**config.mk**
```make
export PLATFORM = sky130hd
export DESIGN_NAME = bipolar_resistive_sensor_reader_unit
export DESIGN_NICKNAME = d
export VERILOG_FILES = /design/src/rtl/brsr_pkg.sv /design/src/rtl/bipolar_resistive_sensor_reader_unit.sv /design/src/rtl/brsr_div.sv /design/src/rtl/brsr_dp.sv /design/src/rtl/brsr_ctrl.sv
export SDC_FILE = /design/constraint.sdc
export NUM_CORES = 1
export LEC_CHECK = 0
export BUFFER_PORTS_ARGS = -buffer_cell sky130_fd_sc_hd__buf_2
export CAP_MARGIN = 40
export CORE_MARGIN = 2
export CORE_UTILIZATION = 64
export DETAILED_ROUTE_END_ITERATION = 10
export GPL_TIMING_DRIVEN = 0
export HOLD_SLACK_MARGIN = 0.15
export PLACE_DENSITY = 0.81
export SLEW_MARGIN = 20
export SYNTH_ARGS = -nofsm -noshare
export SYNTH_HDL_FRONTEND = slang
export SYNTH_HIERARCHICAL = 1
export SYNTH_SLANG_ARGS = --single-unit
```
**constraint.sdc**
```tcl
create_clock -name clk_i -period 10.15 [get_ports clk_i]
set_clock_uncertainty 0.2 [all_clocks]
set_input_delay 3.045 -clock clk_i [delete_from_list [all_inputs] [get_ports clk_i]]
set_output_delay 3.045 -clock clk_i [all_outputs]
set_load 0.01 [all_outputs]
```
**src/rtl/brsr_pkg.sv**
```systemverilog
// Shared types and constants for the bipolar resistive sensor reader.
package brsr_pkg;

  localparam int unsigned SMP_W = 10;   // converter sample width
  localparam int unsigned KR_W  = 16;   // known resistor width
  localparam int unsigned RES_W = 27;   // one resistance reading
  localparam int unsigned AVG_W = 28;   // phase average and bias
  localparam int unsigned SUM_W = 32;   // phase sum
  localparam int unsigned PRD_W = 28;   // resistor times difference
  localparam int unsigned DIV_W = 31;   // divider dividend magnitude

  localparam logic [KR_W-1:0]         KR_RESET  = 16'd4700;
  localparam logic signed [RES_W-1:0] RES_LIMIT = 27'sd67043025;

  typedef struct packed {
    logic load_in;      // capture input samples
    logic mul;          // register resistor times difference
    logic res_sat;      // zero sensor sample: saturate and flag
    logic div_res;      // start divide: product by sensor sample
    logic div_avg;      // start divide: phase sum by read count
    logic res_take;     // take signed quotient as reading
    logic acc;          // add reading to phase sum
    logic cnt_inc;      // advance reading count
    logic first_store;  // store first phase average, clear sum
    logic out_load;     // load result register, clear cycle state
  } brsr_cmd_t;

  typedef struct packed {
    logic sensor_zero;
    logic div_done;
    logic phase_last;
    logic cycle_last;
    logic out_free;
  } brsr_sts_t;

endpackage

```
**src/rtl/bipolar_resistive_sensor_reader_unit.sv**
```systemverilog
// Top level of the bipolar resistive sensor reader.
//
//  channel  dir  handshake                     payload
//  s_axis   in   s_axis_tvalid/s_axis_tready   tdata: supply_sample, sensor_sample
//  m_axis   out  m_axis_tvalid/m_axis_tready   tdata: compensated_resistance,
//                                              polarity_bias; tuser: zero flag
//  cfg      in   cfg_we_i                      cfg_wdata_i: known_resistor
//
// Each request loads the samples, registers the product and divides it by the sensor sample
// in the 31-step shared divider (a zero sensor sample saturates instead); the last request
// of each phase also divides the phase sum for the average, and the second phase then loads the result.
// One request is worked at a time; the result register holds a finished result
// while the next requests are taken, and a new result waits until it is free.
// Reset clears the sums, count and flag and loads the resistor with 4700.
module bipolar_resistive_sensor_reader_unit import brsr_pkg::*; #(
  parameter int unsigned READS = 10
) (
  input  logic            clk_i,
  input  logic            rst_ni,
  input  logic            cfg_we_i,
  input  logic [KR_W-1:0] cfg_wdata_i,
  input  logic            s_axis_tvalid,
  output logic            s_axis_tready,
  input  logic [23:0]     s_axis_tdata,   // [9:0] supply_sample, [19:10] sensor_sample
  output logic            m_axis_tvalid,
  input  logic            m_axis_tready,
  output logic [55:0]     m_axis_tdata,   // [26:0] compensated_resistance, [54:27] polarity_bias
  output logic            m_axis_tuser    // [0] zero_divisor_seen
);

  brsr_cmd_t cmd;
  brsr_sts_t sts;

  brsr_ctrl u_ctrl (
    .clk_i         (clk_i),
    .rst_ni        (rst_ni),
    .s_axis_tvalid (s_axis_tvalid),
    .s_axis_tready (s_axis_tready),
    .sts_i         (sts),
    .cmd_o         (cmd)
  );

  brsr_dp #(.READS(READS)) u_dp (
    .clk_i         (clk_i),
    .rst_ni        (rst_ni),
    .cfg_we_i      (cfg_we_i),
    .cfg_wdata_i   (cfg_wdata_i),
    .s_axis_tdata  (s_axis_tdata),
    .m_axis_tvalid (m_axis_tvalid),
    .m_axis_tready (m_axis_tready),
    .m_axis_tdata  (m_axis_tdata),
    .m_axis_tuser  (m_axis_tuser),
    .cmd_i         (cmd),
    .sts_o         (sts)
  );

endmodule

```
**src/rtl/brsr_div.sv**
```systemverilog
// Sequential restoring divider, one quotient bit per cycle.
module brsr_div import brsr_pkg::*; (
  input  logic             clk_i,
  input  logic             rst_ni,
  input  logic             start_i,
  input  logic [DIV_W-1:0] dividend_i,
  input  logic [SMP_W-1:0] divisor_i,
  output logic [DIV_W-1:0] quotient_o,
  output logic             done_o
);

  localparam int unsigned CntW = $clog2(DIV_W + 1);

  logic [DIV_W-1:0] quo_q;
  logic [SMP_W-1:0] rem_q;
  logic [SMP_W-1:0] dvs_q;
  logic [CntW-1:0]  cnt_q;
  logic             busy_q;
  logic             done_q;
  logic [SMP_W+1:0] trial;

  assign trial = {1'b0, rem_q, quo_q[DIV_W-1]} - {2'b00, dvs_q};

  always_ff @(posedge clk_i or negedge rst_ni) begin
    if (!rst_ni) begin
      busy_q <= 1'b0;
      done_q <= 1'b0;
      cnt_q  <= '0;
    end else if (start_i) begin
      busy_q <= 1'b1;
      done_q <= 1'b0;
      cnt_q  <= CntW'(DIV_W);
    end else if (busy_q) begin
      cnt_q <= cnt_q - 1'b1;
      if (cnt_q == CntW'(1)) begin
        busy_q <= 1'b0;
        done_q <= 1'b1;
      end
    end else begin
      done_q <= 1'b0;
    end
  end

  always_ff @(posedge clk_i) begin
    if (start_i) begin
      quo_q <= dividend_i;
      rem_q <= '0;
      dvs_q <= divisor_i;
    end else if (busy_q) begin
      if (!trial[SMP_W+1]) begin
        rem_q <= trial[SMP_W-1:0];
        quo_q <= {quo_q[DIV_W-2:0], 1'b1};
      end else begin
        rem_q <= {rem_q[SMP_W-2:0], quo_q[DIV_W-1]};
        quo_q <= {quo_q[DIV_W-2:0], 1'b0};
      end
    end
  end

  assign quotient_o = quo_q;
  assign done_o     = done_q;

endmodule

```
**src/rtl/brsr_dp.sv**
```systemverilog
// Datapath: samples, product, divider, phase sum, averages and result register.
module brsr_dp import brsr_pkg::*; #(
  parameter int unsigned READS = 10
) (
  input  logic                  clk_i,
  input  logic                  rst_ni,
  input  logic                  cfg_we_i,
  input  logic [KR_W-1:0]       cfg_wdata_i,
  input  logic [23:0]           s_axis_tdata,
  output logic                  m_axis_tvalid,
  input  logic                  m_axis_tready,
  output logic [55:0]           m_axis_tdata,
  output logic                  m_axis_tuser,
  input  brsr_cmd_t             cmd_i,
  output brsr_sts_t             sts_o
);

  localparam int unsigned CntW = $clog2(2 * READS);

  logic [KR_W-1:0]          kr_q;
  logic [SMP_W-1:0]         sup_q, sen_q;
  logic signed [PRD_W-1:0]  prod_q;
  logic signed [RES_W-1:0]  res_q;
  logic signed [SUM_W-1:0]  sum_q;
  logic signed [AVG_W-1:0]  first_q;
  logic [CntW-1:0]          cnt_q;
  logic                     sticky_q;
  logic                     neg_q;
  logic                     vld_q;
  logic [RES_W-1:0]         comp_q;
  logic [AVG_W-1:0]         bias_q;
  logic                     flag_q;

  logic signed [SMP_W:0]    diff;
  logic signed [PRD_W-1:0]  prod_abs;
  logic signed [SUM_W-1:0]  sum_abs;
  logic                     div_start;
  logic [DIV_W-1:0]         div_a;
  logic [SMP_W-1:0]         div_b;
  logic [DIV_W-1:0]         quo;
  logic                     div_done;
  logic signed [SUM_W-1:0]  quo_s, div_val;
  logic signed [AVG_W-1:0]  second;
  logic signed [AVG_W:0]    pair_sum;
  logic [AVG_W:0]           pair_rnd;
  logic [CntW:0]            cnt_next;

  assign diff     = $signed({1'b0, sup_q}) - $signed({1'b0, sen_q});
  assign prod_abs = prod_q[PRD_W-1] ? -prod_q : prod_q;
  assign sum_abs  = sum_q[SUM_W-1] ? -sum_q : sum_q;

  assign div_start = cmd_i.div_res | cmd_i.div_avg;
  assign div_a = cmd_i.div_avg ? sum_abs[DIV_W-1:0] : DIV_W'(unsigned'(prod_abs));
  assign div_b = cmd_i.div_avg ? SMP_W'(READS) : sen_q;

  brsr_div u_div (
    .clk_i      (clk_i),
    .rst_ni     (rst_ni),
    .start_i    (div_start),
    .dividend_i (div_a),
    .divisor_i  (div_b),
    .quotient_o (quo),
    .done_o     (div_done)
  );

  assign quo_s   = $signed({1'b0, quo});
  assign div_val = neg_q ? -quo_s : quo_s;
  assign second  = div_val[AVG_W-1:0];

  // mean of both phases, truncated toward zero
  assign pair_sum = (AVG_W+1)'(first_q) + (AVG_W+1)'(second);
  assign pair_rnd = pair_sum + (AVG_W+1)'(pair_sum[AVG_W]);

  assign cnt_next = (CntW+1)'(cnt_q) + 1'b1;

  always_ff @(posedge clk_i or negedge rst_ni) begin
    if (!rst_ni) begin
      kr_q     <= KR_RESET;
      sum_q    <= '0;
      cnt_q    <= '0;
      first_q  <= '0;
      sticky_q <= 1'b0;
      vld_q    <= 1'b0;
    end else begin
      if (cfg_we_i) kr_q <= cfg_wdata_i;
      if (cmd_i.res_sat) sticky_q <= 1'b1;
      if (cmd_i.acc) sum_q <= sum_q + SUM_W'(res_q);
      if (cmd_i.cnt_inc) cnt_q <= cnt_q + 1'b1;
      if (cmd_i.first_store) begin
        first_q <= div_val[AVG_W-1:0];
        sum_q   <= '0;
        cnt_q   <= cnt_q + 1'b1;
      end
      if (cmd_i.out_load) begin
        sum_q    <= '0;
        cnt_q    <= '0;
        sticky_q <= 1'b0;
        vld_q    <= 1'b1;
      end else if (m_axis_tready) begin
        vld_q <= 1'b0;
      end
    end
  end

  always_ff @(posedge clk_i) begin
    if (cmd_i.load_in) begin
      sup_q <= s_axis_tdata[SMP_W-1:0];
      sen_q <= s_axis_tdata[2*SMP_W-1:SMP_W];
    end
    if (cmd_i.mul) prod_q <= $signed({1'b0, kr_q}) * diff;
    if (div_start) neg_q <= cmd_i.div_avg ? sum_q[SUM_W-1] : prod_q[PRD_W-1];
    if (cmd_i.res_sat) res_q <= RES_LIMIT;
    else if (cmd_i.res_take) res_q <= div_val[RES_W-1:0];
    if (cmd_i.out_load) begin
      comp_q <= pair_rnd[RES_W:1];
      bias_q <= first_q - second;
      flag_q <= sticky_q;
    end
  end

  assign sts_o.sensor_zero = (sen_q == '0);
  assign sts_o.div_done    = div_done;
  assign sts_o.phase_last  = (cnt_next == (CntW+1)'(READS));
  assign sts_o.cycle_last  = (cnt_next >= (CntW+1)'(2 * READS));
  assign sts_o.out_free    = !vld_q || m_axis_tready;

  assign m_axis_tvalid = vld_q;
  assign m_axis_tdata  = {1'b0, bias_q, comp_q};
  assign m_axis_tuser  = flag_q;

  a_out_free: assert property (@(posedge clk_i) disable iff (!rst_ni)
    cmd_i.out_load |-> (!vld_q || m_axis_tready))
    else $error("result loaded over a waiting result");

  a_cnt_range: assert property (@(posedge clk_i) disable iff (!rst_ni)
    (CntW+1)'(cnt_q) < (CntW+1)'(2 * READS))
    else $error("reading count out of range");

  a_out_clears: assert property (@(posedge clk_i) disable iff (!rst_ni)
    cmd_i.out_load |=> (cnt_q == '0 && sum_q == '0 && !sticky_q && vld_q))
    else $error("cycle state not cleared after result");

endmodule

```
**src/rtl/brsr_ctrl.sv**
```systemverilog
// Controller: sequences one reading and the phase averages through the datapath.
module brsr_ctrl import brsr_pkg::*; (
  input  logic      clk_i,
  input  logic      rst_ni,
  input  logic      s_axis_tvalid,
  output logic      s_axis_tready,
  input  brsr_sts_t sts_i,
  output brsr_cmd_t cmd_o
);

  localparam logic [3:0] S_IDLE   = 4'd0;
  localparam logic [3:0] S_MUL    = 4'd1;
  localparam logic [3:0] S_RSTART = 4'd2;
  localparam logic [3:0] S_RDIV   = 4'd3;
  localparam logic [3:0] S_ACC    = 4'd4;
  localparam logic [3:0] S_AVG    = 4'd5;
  localparam logic [3:0] S_ADIV   = 4'd6;
  localparam logic [3:0] S_OUT    = 4'd7;

  logic [3:0] state_q, state_d;

  always_comb begin
    state_d = state_q;
    cmd_o   = '0;
    case (state_q)
      S_IDLE: begin
        if (s_axis_tvalid) begin
          cmd_o.load_in = 1'b1;
          state_d = S_MUL;
        end
      end
      S_MUL: begin
        cmd_o.mul = 1'b1;
        state_d = S_RSTART;
      end
      S_RSTART: begin
        if (sts_i.sensor_zero) begin
          cmd_o.res_sat = 1'b1;
          state_d = S_ACC;
        end else begin
          cmd_o.div_res = 1'b1;
          state_d = S_RDIV;
        end
      end
      S_RDIV: begin
        if (sts_i.div_done) begin
          cmd_o.res_take = 1'b1;
          state_d = S_ACC;
        end
      end
      S_ACC: begin
        cmd_o.acc = 1'b1;
        if (sts_i.phase_last || sts_i.cycle_last) begin
          state_d = S_AVG;
        end else begin
          cmd_o.cnt_inc = 1'b1;
          state_d = S_IDLE;
        end
      end
      S_AVG: begin
        cmd_o.div_avg = 1'b1;
        state_d = S_ADIV;
      end
      S_ADIV: begin
        if (sts_i.div_done) begin
          if (sts_i.phase_last) begin
            cmd_o.first_store = 1'b1;
            state_d = S_IDLE;
          end else begin
            state_d = S_OUT;
          end
        end
      end
      S_OUT: begin
        if (sts_i.out_free) begin
          cmd_o.out_load = 1'b1;
          state_d = S_IDLE;
        end
      end
      default: state_d = S_IDLE;
    endcase
  end

  always_ff @(posedge clk_i or negedge rst_ni) begin
    if (!rst_ni) begin
      state_q <= S_IDLE;
    end else begin
      state_q <= state_d;
    end
  end

  assign s_axis_tready = (state_q == S_IDLE);

  a_div_wait: assert property (@(posedge clk_i) disable iff (!rst_ni)
    (state_q == S_RSTART && !sts_i.sensor_zero) |=> state_q == S_RDIV)
    else $error("divider started without waiting");

  a_single_start: assert property (@(posedge clk_i) disable iff (!rst_ni)
    !(cmd_o.div_res && cmd_o.div_avg))
    else $error("two divider requests at once");

  a_first_vs_out: assert property (@(posedge clk_i) disable iff (!rst_ni)
    !(cmd_o.first_store && cmd_o.out_load))
    else $error("first average stored with result");

endmodule

```
==> results_dict.tcl, run 1 <==
set metrics [dict create \
    die-height_um 197 \
    timing.final.hold_violations 0 \
    final-setup-viol-count 0 \
    crit_path_end_kind "flop" \
    yosysSeqAreaShare_pct 31.4 \
    crit_path_frequent_cell "sky130_fd_sc_hd__o21ai_0" \
    number_of_antenna_violations_at_the_first_check_in_global_routing 1 \
    yosysUniqueCellTypes 91 \
    most_frequent_standard_cell_in_the_layout_excluding_fill_and_tap_cells "sky130_fd_sc_hd__inv_1" \
    number_of_global_route_vias_before_repair 18900 \
    worstSkewPairLatency_ns 0.57 \
    cts_buffers 34 \
    die-area_um2 38700 \
    ffs_latches_synth 276 \
    worst_slew_pin_slew_ns 0.833 \
    clock_tree_from_tritoncts "done" \
    synth_nets 2895 \
    postRouteAntennaNets 0 \
    r2r.worst_path.cells 31 \
    max-slew-margin-rel_pct 42.9 \
    clockBufferDepth 3 \
    finalNetCount 3039 \
    startpoint_type "flop" \
    worst-setup-path-type "flop to flop" \
    drive_gt1_share_pct 10.7 \
    floorplan.initialDensity_pct 65.0 \
    max-cap-violations 0 \
    multi_input_comb_area_um2 14800 \
    rows 70 \
    drc_markers 0 \
    async_s_r_ff_share_synth_pct 33.7 \
    cts_repair_resize_count 0 \
    nFillCells 2765 \
    numClockSinks 276 \
    grt-ovfl-total 0 \
    largest_net_degree_at_the_start_of_global_routing 60 \
    global_route_wire_length_before_repair_mm 95.3 \
    whs_path_depth 0 \
    crit_slowest_cell "sky130_fd_sc_hd__o21ai_0" \
    detail_route.wirelength_mm 59.5 \
    maxClockFrequency_mhz 109 \
    critical_path_buf_inv_count 4 \
    max_stage_delay_ns 0.58 \
    port_buffers 97 \
    detailed_route_via_count 19200 \
    drt-initial-drc-count 1316 \
    floorplan.io_pins 104 \
    mostFrequentLayoutCells "sky130_fd_sc_hd__inv_1 (281), sky130_fd_sc_hd__nor2_1 (202), sky130_fd_sc_hd__ha_1 (195), sky130_fd_sc_hd__nand2_1 (159), sky130_fd_sc_hd__a21oi_1 (158)" \
    reg2reg_setup_slack_ns 1.01 \
    area.growth.synth_to_final_pct 10.0 \
    fin_crit_ns 9.14 \
    cts_setup_buffers 0 \
    arrival_ns 9.22 \
    finalMaxSlewViolations 0 \
    syn_area_um2 23800 \
    post-synth-top-area-fraction_pct 18.4 \
    setup_tns_ns 0 \
    avgViaCountPerCell 6.06 \
    hp-start "u_dp/sticky_q$_DFFE_PN0P_" \
    edff_count_synth 146 \
    place.gp.congestion 0.951 \
    hold_ws_ns 0.263 \
    register_area_um2 7460 \
    synthCells 2524 \
    synth-warning-count 6 \
    cts_max_level 2 \
    top_family_by_delay_on_critical_path "compound AO/OA/AOI/OAI gates" \
    syn_area_per_cell_um2 9.42 \
    status "completed" \
    post_cts_hold_buffer_count 0 \
    ctsRootBufferMaster "sky130_fd_sc_hd__clkbuf_16" \
    clk_pin_slew_ns 0.06 \
    groute.usage.overall_pct 30.9 \
    post-dp-hpwl_mm 46.5 \
    yosysTopAreaCell "sky130_fd_sc_hd__edfxtp_1" \
    critical_path.reg2reg.startpoint "u_dp/sup_q[1]$_DFFE_PP_" \
    routed_wl_per_cell_um 18.8 \
    crit_required_ns 10.24 \
    crit_fanout 10 \
    rr_endpoint "u_dp/prod_q[26]$_DFFE_PP_" \
    drt_pre_antenna_iters 5 \
    postSynth.topFlopCell "sky130_fd_sc_hd__edfxtp_1" \
    core_um2 36600 \
    die_w_um 197 \
    hold_path_end "u_dp/m_axis_tuser$_DFFE_PP_" \
    synth_top_cells_by_area "sky130_fd_sc_hd__edfxtp_1 (18%), sky130_fd_sc_hd__fa_1 (11%), sky130_fd_sc_hd__ha_1 (10%)" \
    grt_setup_unrepaired "no" \
    finalCritPeriodShare_pct 90.0 \
    worst_hold_path_type "flop to flop" \
]
==> registers in the layout, summed over array words and instances, names as in the netlist, 16 cells and up <==
| name | cells |
|---|---|
| u_dp/bias_q | 28 |
| u_dp/comp_q | 27 |
| u_dp/first_q | 28 |
| u_dp/kr_q | 16 |
| u_dp/prod_q | 28 |
| u_dp/res_q | 27 |
| u_dp/sum_q | 32 |
| u_dp/u_div/quotient_o | 31 |
==> per-stage QoR <==
| stage | util (%) | cell area [um^2] | cells | setup slack, ns |
|---|---|---|---|---|
| 5_1_grt | 71.5 | 26200 | 3160 | 0.283 |
| 3_3_place_gp | 67.9 | 24900 | 3089 | 1.38 |
| 4_1_cts | 71.5 | 26200 | 3160 | 1.12 |
| 3_5_place_dp | 68.3 | 25000 | 3100 | 1.25 |
| 6_report | 71.5 | 26200 | 3161 | 1.01 |
| 2_1_floorplan | - | 23800 | 2524 | 2.35 |
==> synthesized netlist by cell type, types with 12 or more instances <==
cell type and instances:
sky130_fd_sc_hd__o21bai_1 19, sky130_fd_sc_hd__o21a_1 16, sky130_fd_sc_hd__o31ai_1 27, sky130_fd_sc_hd__nor4_1 13, sky130_fd_sc_hd__ha_1 195, sky130_fd_sc_hd__edfxtp_1 146
sky130_fd_sc_hd__xor2_1 78, sky130_fd_sc_hd__nand2_1 159, sky130_fd_sc_hd__inv_1 282, sky130_fd_sc_hd__or3_1 20, sky130_fd_sc_hd__and3_1 20, sky130_fd_sc_hd__o41ai_1 20
sky130_fd_sc_hd__a211oi_1 26, sky130_fd_sc_hd__and2_1 72, sky130_fd_sc_hd__clkbuf_1 84, sky130_fd_sc_hd__or4_1 22, sky130_fd_sc_hd__nand3_1 45, sky130_fd_sc_hd__o21ai_0 86
sky130_fd_sc_hd__nor2_1 203, sky130_fd_sc_hd__a22o_1 28, sky130_fd_sc_hd__o211ai_1 14, sky130_fd_sc_hd__nor3_1 39, sky130_fd_sc_hd__buf_1 12, sky130_fd_sc_hd__nor2b_1 37
sky130_fd_sc_hd__nand2b_1 39, sky130_fd_sc_hd__or2_2 24, sky130_fd_sc_hd__a21oi_1 158, sky130_fd_sc_hd__dfrtp_1 87, sky130_fd_sc_hd__a21o_1 48, sky130_fd_sc_hd__xnor2_1 134
sky130_fd_sc_hd__mux2_2 54, sky130_fd_sc_hd__fa_1 131, sky130_fd_sc_hd__mux2i_1 14, sky130_fd_sc_hd__dfxtp_1 37
==> worst max path at each step <==
stage                                       start                         to  cells past startpoint
after floorplan           u_dp/sup_q[0]$_DFFE_PP_  u_dp/prod_q[26]$_DFFE_PP_                     35
after global placement    u_dp/sen_q[1]$_DFFE_PP_  u_dp/prod_q[26]$_DFFE_PP_                     31
after detailed placement  u_dp/sup_q[1]$_DFFE_PP_  u_dp/prod_q[26]$_DFFE_PP_                     31
after CTS                 u_dp/sup_q[1]$_DFFE_PP_  u_dp/prod_q[26]$_DFFE_PP_                     31
after global routing      u_dp/sen_q[1]$_DFFE_PP_  u_dp/prod_q[26]$_DFFE_PP_                     31
final                     u_dp/sup_q[1]$_DFFE_PP_  u_dp/prod_q[26]$_DFFE_PP_                     31
==> cell type report <==
cell class                      count  area share, %
Multi-Input combinational cell   1856           56.7
Sequential cell                   276           28.5
Clock inverter                     18          0.756
Clock buffer                       42           3.61
Antenna cell                        1        0.00956
Timing Repair Buffer              108           2.41
Inverter                          282           4.05
Buffer                            110           1.67
Tap cell                          468           2.24
==> cell families after synthesis <==
| logic type | Yosys count | share of synthesized area (%) |
|---|---|---|
| other | 1 | 0.0158 |
| adders and majority gates | 326 | 21.3 |
| and+or+nand+nor | 725 | 15.2 |
| buffers and inverters | 392 | 6.29 |
| DFF | 276 | 31.4 |
| muxes | 69 | 3.19 |
| xor gates and xnor gates | 214 | 7.97 |
| AOI/OAI and AO/OA | 521 | 14.7 |
==> layer usage <==
metal  GRT usage (%)  vias up  routed length, um
met5               0        -                  0
met4            12.6        0               2380
met3            4.52      153               4190
met2            52.6      769              28800
met1            39.7     9272              24100
li1                -     8966                  -
Power of run 1 is not shown: default switching activity piles up to over one toggle a cycle in this logic, so the estimate is an artifact.
==> run 2: changes to the inputs <==
- ABC_AREA: default -> 1
==> results_dict.tcl, run 2 <==
set metrics [dict create \
    timing.final.hold_violations 0 \
    postSynth.topFlopCell "sky130_fd_sc_hd__edfxtp_1" \
    largest_net_degree_at_the_start_of_global_routing 50 \
    clk_pin_slew_ns 0.06 \
    status "completed" \
    postRouteAntennaNets 0 \
    maxClockFrequency_mhz 131 \
    grt_setup_unrepaired "no" \
    port_buffers 98 \
    max-slew-margin-rel_pct 41.1 \
    core_um2 39900 \
    synth_xor_area_share_pct 3.17 \
    global_route_wire_length_before_repair_mm 118 \
    worst-setup-path-type "flop to flop" \
    finalNetCount 4102 \
    max_stage_delay_ns 0.61 \
    synth_simple_gate_area_share_pct 26.7 \
    area.growth.synth_to_final_pct 9.32 \
    syn_area_um2 25900 \
    grt-ovfl-total 0 \
    synthCells 3586 \
    combinational_family_with_the_most_area_after_synthesis "simple AND/OR/NAND/NOR gates" \
    yosysSeqAreaShare_pct 28.7 \
    crit_fanout 10 \
    largest_register "u_dp/sum_q" \
    drt-initial-drc-count 2120 \
    startpoint_type "flop" \
    number_of_antenna_violations_at_the_first_check_in_global_routing 0 \
    crit_path_end_kind "flop" \
    arrival_ns 7.72 \
    antenna_cells 0 \
    avgViaCountPerCell 5.65 \
    cts_max_level 2 \
    finalMaxSlewViolations 0 \
    final_util_pct 71.1 \
    synth_fa_ha_area_share_pct 19.5 \
    rows 73 \
    worstSkewPairLatency_ns 0.56 \
    synth.mux.area_fraction_pct 0 \
    crit_required_ns 10.25 \
    final-setup-viol-count 0 \
    post_cts_hold_buffer_count 0 \
    routed_wl_per_cell_um 17.3 \
    drc_markers 0 \
    finalCritPeriodShare_pct 75.1 \
    cts_buffers 35 \
    clock_tree_from_tritoncts "done" \
    synth-warning-count 6 \
    synth-compound-area-share_pct 11.0 \
    syn_area_per_cell_um2 7.24 \
    synth_nets 3957 \
    max-cap-violations 0 \
    yosysUniqueCellTypes 63 \
    post-synth-top-area-fraction_pct 16.9 \
    yosysTopAreaCell "sky130_fd_sc_hd__edfxtp_1" \
    worst_hold_path_type "flop to flop" \
    clockBufferDepth 3 \
    floorplan.io_pins 104 \
    critical_path_buf_inv_count 6 \
    place.gp.congestion 1.02 \
    numClockSinks 276 \
    most_frequent_standard_cell_in_the_layout_excluding_fill_and_tap_cells "sky130_fd_sc_hd__nand2_1" \
    edff_count_synth 146 \
    die-area_um2 42200 \
    async_s_r_ff_share_synth_pct 33.7 \
    post-synth-top-count-cell "sky130_fd_sc_hd__nand2_1" \
    finalWorstSetupSlack_ns 2.53 \
    top_family_by_delay_on_critical_path "adder cells" \
    worst_slew_pin_slew_ns 0.884 \
    floorplan.initialDensity_pct 65.0 \
    die-height_um 205 \
    detailed_route_via_count 24200 \
    cts_setup_buffers 0 \
    dpl_worst_slack_ns 2.64 \
    crit_slowest_cell "sky130_fd_sc_hd__xnor2_1" \
    detail_route.wirelength_mm 74.3 \
    number_of_global_route_vias_before_repair 23100 \
    synth_common_cells "sky130_fd_sc_hd__nand2_1 (908), sky130_fd_sc_hd__inv_1 (622), sky130_fd_sc_hd__nor2_1 (367), sky130_fd_sc_hd__o21ai_0 (220), sky130_fd_sc_hd__ha_1 (195)" \
    groute.usage.overall_pct 35.9 \
    drive_gt1_share_pct 8.68 \
    cts_repair_resize_count 0 \
    ffs_latches_synth 276 \
    ctsRootBufferMaster "sky130_fd_sc_hd__clkbuf_16" \
    largest_register_ffs 32 \
    mostFrequentLayoutCells "sky130_fd_sc_hd__nand2_1 (908), sky130_fd_sc_hd__inv_1 (622), sky130_fd_sc_hd__nor2_1 (365), sky130_fd_sc_hd__o21ai_0 (220), sky130_fd_sc_hd__ha_1 (195)" \
    synth_top_cells_by_area "sky130_fd_sc_hd__edfxtp_1 (17%), sky130_fd_sc_hd__nand2_1 (13%), sky130_fd_sc_hd__fa_1 (10%)" \
    post-dp-hpwl_mm 60.8 \
    fin_crit_ns 7.62 \
    setup_tns_ns 0 \
    drt_pre_antenna_iters 6 \
    die_w_um 205 \
]
run 2: cell count changes in the layout (fill, tap and decap cells not counted), sizes merged, moves of 68 or more:
cell	change
and2	-68
nor2	+194
o21ai	+141
nand3	+118
inv	+361
xnor2	-112
nand2	+790
run 2: path summary, 6_finish.rpt:
path,startpoint,slack (ns),cells past startpoint,end
max in group asynchronous,rst_ni,6.85,2,u_dp/kr_q[9]$_DFFE_PN1P_
setup reg to reg,u_dp/sen_q[2]$_DFFE_PP_,2.53,26,u_dp/prod_q[25]$_DFFE_PP_
min in group asynchronous,rst_ni,2.22,1,u_dp/sum_q[11]$_DFFE_PN0P_
setup / recovery,u_dp/sen_q[2]$_DFFE_PP_,2.53,26,u_dp/prod_q[25]$_DFFE_PP_
hold reg to reg,u_dp/u_div/rem_q[9]$_SDFFE_PP0P_,0.27,2,u_dp/u_div/rem_q[9]$_SDFFE_PP0P_
hold / removal,u_dp/u_div/rem_q[9]$_SDFFE_PP0P_,0.27,2,u_dp/u_div/rem_q[9]$_SDFFE_PP0P_
run 2: metal layers:
layer,part of all wire [%],vias to the layer above,GRT usage [%]
met2,47,1079,61.5
met3,7.9,208,5.08
met4,4.9,0,16.5
met5,0,-,0
met1,40,11200,45.0
li1,-,11700,-
run 2: cells by family after synthesis:
logic type	count (synthesis)
AOI/OAI and AO/OA	519
buffers and inverters	738
xor gates and xnor gates	94
and+or+nand+nor	1632
DFF	276
adders and majority gates	326
other	1
run 2: per-stage QoR:
stage,hold WS (ns),instance area [um^2],instances
2_1_floorplan,0.226,25900,3586
3_3_place_gp,0.238,27100,4209
3_5_place_dp,0.262,27200,4219
4_1_cts,0.276,28400,4282
5_1_grt,0.288,28400,4282
6_report,0.275,28400,4282
run 2: cell type report:
| class | count | area [um^2] |
|---|---|---|
| Clock buffer | 45 | 933 |
| Multi-Input combinational cell | 2572 | 15700 |
| Buffer | 83 | 377 |
| Sequential cell | 276 | 7460 |
| Timing Repair Buffer | 108 | 597 |
| Tap cell | 525 | 657 |
| Fill cell | 3394 | 11500 |
| Clock inverter | 18 | 205 |
| Inverter | 655 | 2460 |
run 2: worst min-delay path: cells and delay by family (launching register included):
kind,cells,cell delay (ns)
flops,1,0.32
simple gates,2,0.10
Power of run 2 is left out for the same reason.
==> run 3: changes to the inputs <==
- ABC_AREA: 1 -> 0
- clock period: 10.15 -> 7.3 ns (I/O delays scaled with it)
==> results_dict.tcl, run 3 (synthesis gave the netlist of run 1 again) <==
set metrics [dict create \
    violations "setup timing" \
    max-cap-violations 0 \
    maxClockFrequency_mhz 130 \
    core_um2 36600 \
    grt_setup_unrepaired "yes" \
    final_util_pct 74.1 \
    r2r.worst_path.cells 31 \
    detailed_route_via_count 19600 \
    critical_path.reg2reg.startpoint "u_dp/sup_q[1]$_DFFE_PP_" \
    finalNetCount 3095 \
    crit_slowest_cell "sky130_fd_sc_hd__fa_1" \
    clk_pin_slew_ns 0.06 \
    worst-setup-path-type "flop to flop" \
    finalMaxSlewViolations 0 \
    crit_required_ns 7.44 \
    drt-initial-drc-count 1276 \
    avgViaCountPerCell 6.10 \
    clock_tree_from_tritoncts "done" \
    die-height_um 197 \
    mostFrequentLayoutCells "sky130_fd_sc_hd__inv_1 (270), sky130_fd_sc_hd__nor2_1 (188), sky130_fd_sc_hd__ha_1 (185), sky130_fd_sc_hd__nand2_1 (156), sky130_fd_sc_hd__a21oi_1 (147)" \
    timing.final.hold_violations 0 \
    hp-start "u_dp/sticky_q$_DFFE_PN0P_" \
    max_stage_delay_ns 0.54 \
    number_of_antenna_violations_at_the_first_check_in_global_routing 0 \
    antenna_cells 0 \
    cts_max_level 2 \
    die-area_um2 38700 \
    reg2reg_setup_slack_ns -0.38 \
    rows 70 \
    area.growth.synth_to_final_pct 14.1 \
    hold_path_end "u_dp/m_axis_tuser$_DFFE_PP_" \
    grt-ovfl-total 0 \
    detail_route.wirelength_mm 63.8 \
    die_w_um 197 \
    groute.usage.overall_pct 32.4 \
    finalCritPeriodShare_pct 105 \
    clockBufferDepth 3 \
    ctsRootBufferMaster "sky130_fd_sc_hd__clkbuf_16" \
    routed_wl_per_cell_um 19.8 \
    worst_slew_pin_slew_ns 0.813 \
    largest_net_degree_at_the_start_of_global_routing 74 \
    fin_crit_ns 7.68 \
    max-slew-margin-rel_pct 45.8 \
    number_of_global_route_vias_before_repair 19400 \
    crit_fanout 7 \
    cts_buffers 34 \
    global_route_wire_length_before_repair_mm 99.6 \
    crit_path_frequent_cell "sky130_fd_sc_hd__fa_1" \
    whs_path_depth 0 \
    numClockSinks 276 \
    place.gp.congestion 0.925 \
    crit_path_end_kind "flop" \
    nFillCells 2592 \
    startpoint_type "flop" \
    status "complete, but fails checks" \
    drc_markers 0 \
    floorplan.io_pins 104 \
    port_buffers 97 \
    largest_register_ffs 32 \
    rr_endpoint "u_dp/prod_q[24]$_DFFE_PP_" \
    final-setup-viol-count 11 \
    placement.cell_area_um2 25100 \
    drt_pre_antenna_iters 5 \
    post-dp-hpwl_mm 47.0 \
    floorplan.initialDensity_pct 65.0 \
    drive_gt1_share_pct 15.8 \
    postRouteAntennaNets 0 \
    post_cts_hold_buffer_count 0 \
    worst_hold_path_type "flop to flop" \
    worstSkewPairLatency_ns 0.56 \
    largest_register "u_dp/sum_q" \
    most_frequent_standard_cell_in_the_layout_excluding_fill_and_tap_cells "sky130_fd_sc_hd__inv_1" \
    arrival_ns 7.82 \
    finalInstanceArea_um2 27100 \
    finalWorstSetupSlack_ns -0.376 \
]
-- run 3: cell count changes in the layout (fill, tap and decap cells not counted), moves of 38 or more --
cell / before / now
sky130_fd_sc_hd__buf_4: 19 / 58
sky130_fd_sc_hd__nand3_1: 154 / 42
sky130_fd_sc_hd__nand2_1: 908 / 156
sky130_fd_sc_hd__a21oi_1: 191 / 147
sky130_fd_sc_hd__nor2_1: 365 / 188
sky130_fd_sc_hd__and2_1: 4 / 72
sky130_fd_sc_hd__mux2_2: 0 / 54
sky130_fd_sc_hd__a21o_1: 10 / 48
sky130_fd_sc_hd__xnor2_1: 23 / 131
sky130_fd_sc_hd__o21ai_0: 220 / 76
sky130_fd_sc_hd__inv_1: 622 / 270
-- run 3: area by class of cell --
| class | count | area [um^2] | area share, % |
|---|---|---|---|
| multi-input cells | 1856 | 15300 | 56.5 |
| clock inverters | 19 | 171 | 0.631 |
| inverters | 282 | 1070 | 3.93 |
| clock buffers | 43 | 908 | 3.35 |
| plain buffers | 109 | 515 | 1.90 |
| flip-flops and latches | 276 | 7460 | 27.5 |
| well taps | 468 | 586 | 2.16 |
| repair buffers | 165 | 1100 | 4.04 |
-- run 3: worst max path at each step --
| stage | end | startpoint | slack, ns | cells past startpoint |
|---|---|---|---|---|
| after detailed placement | u_dp/prod_q[27]$_DFFE_PP_ | u_dp/sup_q[1]$_DFFE_PP_ | -1.10 | 30 |
| final | u_dp/prod_q[24]$_DFFE_PP_ | u_dp/sup_q[1]$_DFFE_PP_ | -0.38 | 31 |
| after CTS | u_dp/prod_q[26]$_DFFE_PP_ | u_dp/sup_q[0]$_DFFE_PP_ | -0.07 | 34 |
| after global routing | u_dp/prod_q[24]$_DFFE_PP_ | u_dp/sup_q[0]$_DFFE_PP_ | -0.58 | 35 |
| after floorplan | u_dp/prod_q[26]$_DFFE_PP_ | u_dp/sup_q[1]$_DFFE_PP_ | 0.01 | 31 |
| after global placement | u_dp/prod_q[26]$_DFFE_PP_ | u_dp/sup_q[1]$_DFFE_PP_ | -0.82 | 33 |
-- run 3: critical path, delay by kind of cell (launching register included) --
kind | cells | cell delay [ns]
simple gates | 4 | 0.77
flops | 1 | 0.43
xor+xnor | 1 | 0.18
buf+inv | 6 | 0.62
fa+ha+maj | 7 | 3.06
compound gates | 13 | 2.21
-- run 3: timing repair --
item,4_1_cts,5_1_grt
setup buffers,36,19
cloned,0,1
setup endpoints to repair,15,14
pin swaps,65,58
resized for setup,76,54
-- run 3: through the flow --
step	hold WS [ns]	std cells	setup WS (ns)	TNS, ns
after floorplan	0.226	2524	0.0125	0
after global placement	0.232	3089	-0.824	-11.38
after detailed placement	0.242	3099	-1.10	-9.61
after CTS	0.256	3196	-0.0687	-0.136
after global routing	0.257	3218	-0.578	-4.62
final	0.254	3218	-0.376	-2.15
-- run 3: per-layer routing --
| layer | global-route usage (%) | share of wire, % |
|---|---|---|
| met4 | 16.8 | 5.5 |
| met2 | 56.9 | 49 |
| met1 | 39.4 | 40 |
| met5 | 0 | 0 |
| met3 | 3.97 | 5.9 |
Power of run 3 is left out for the same reason.
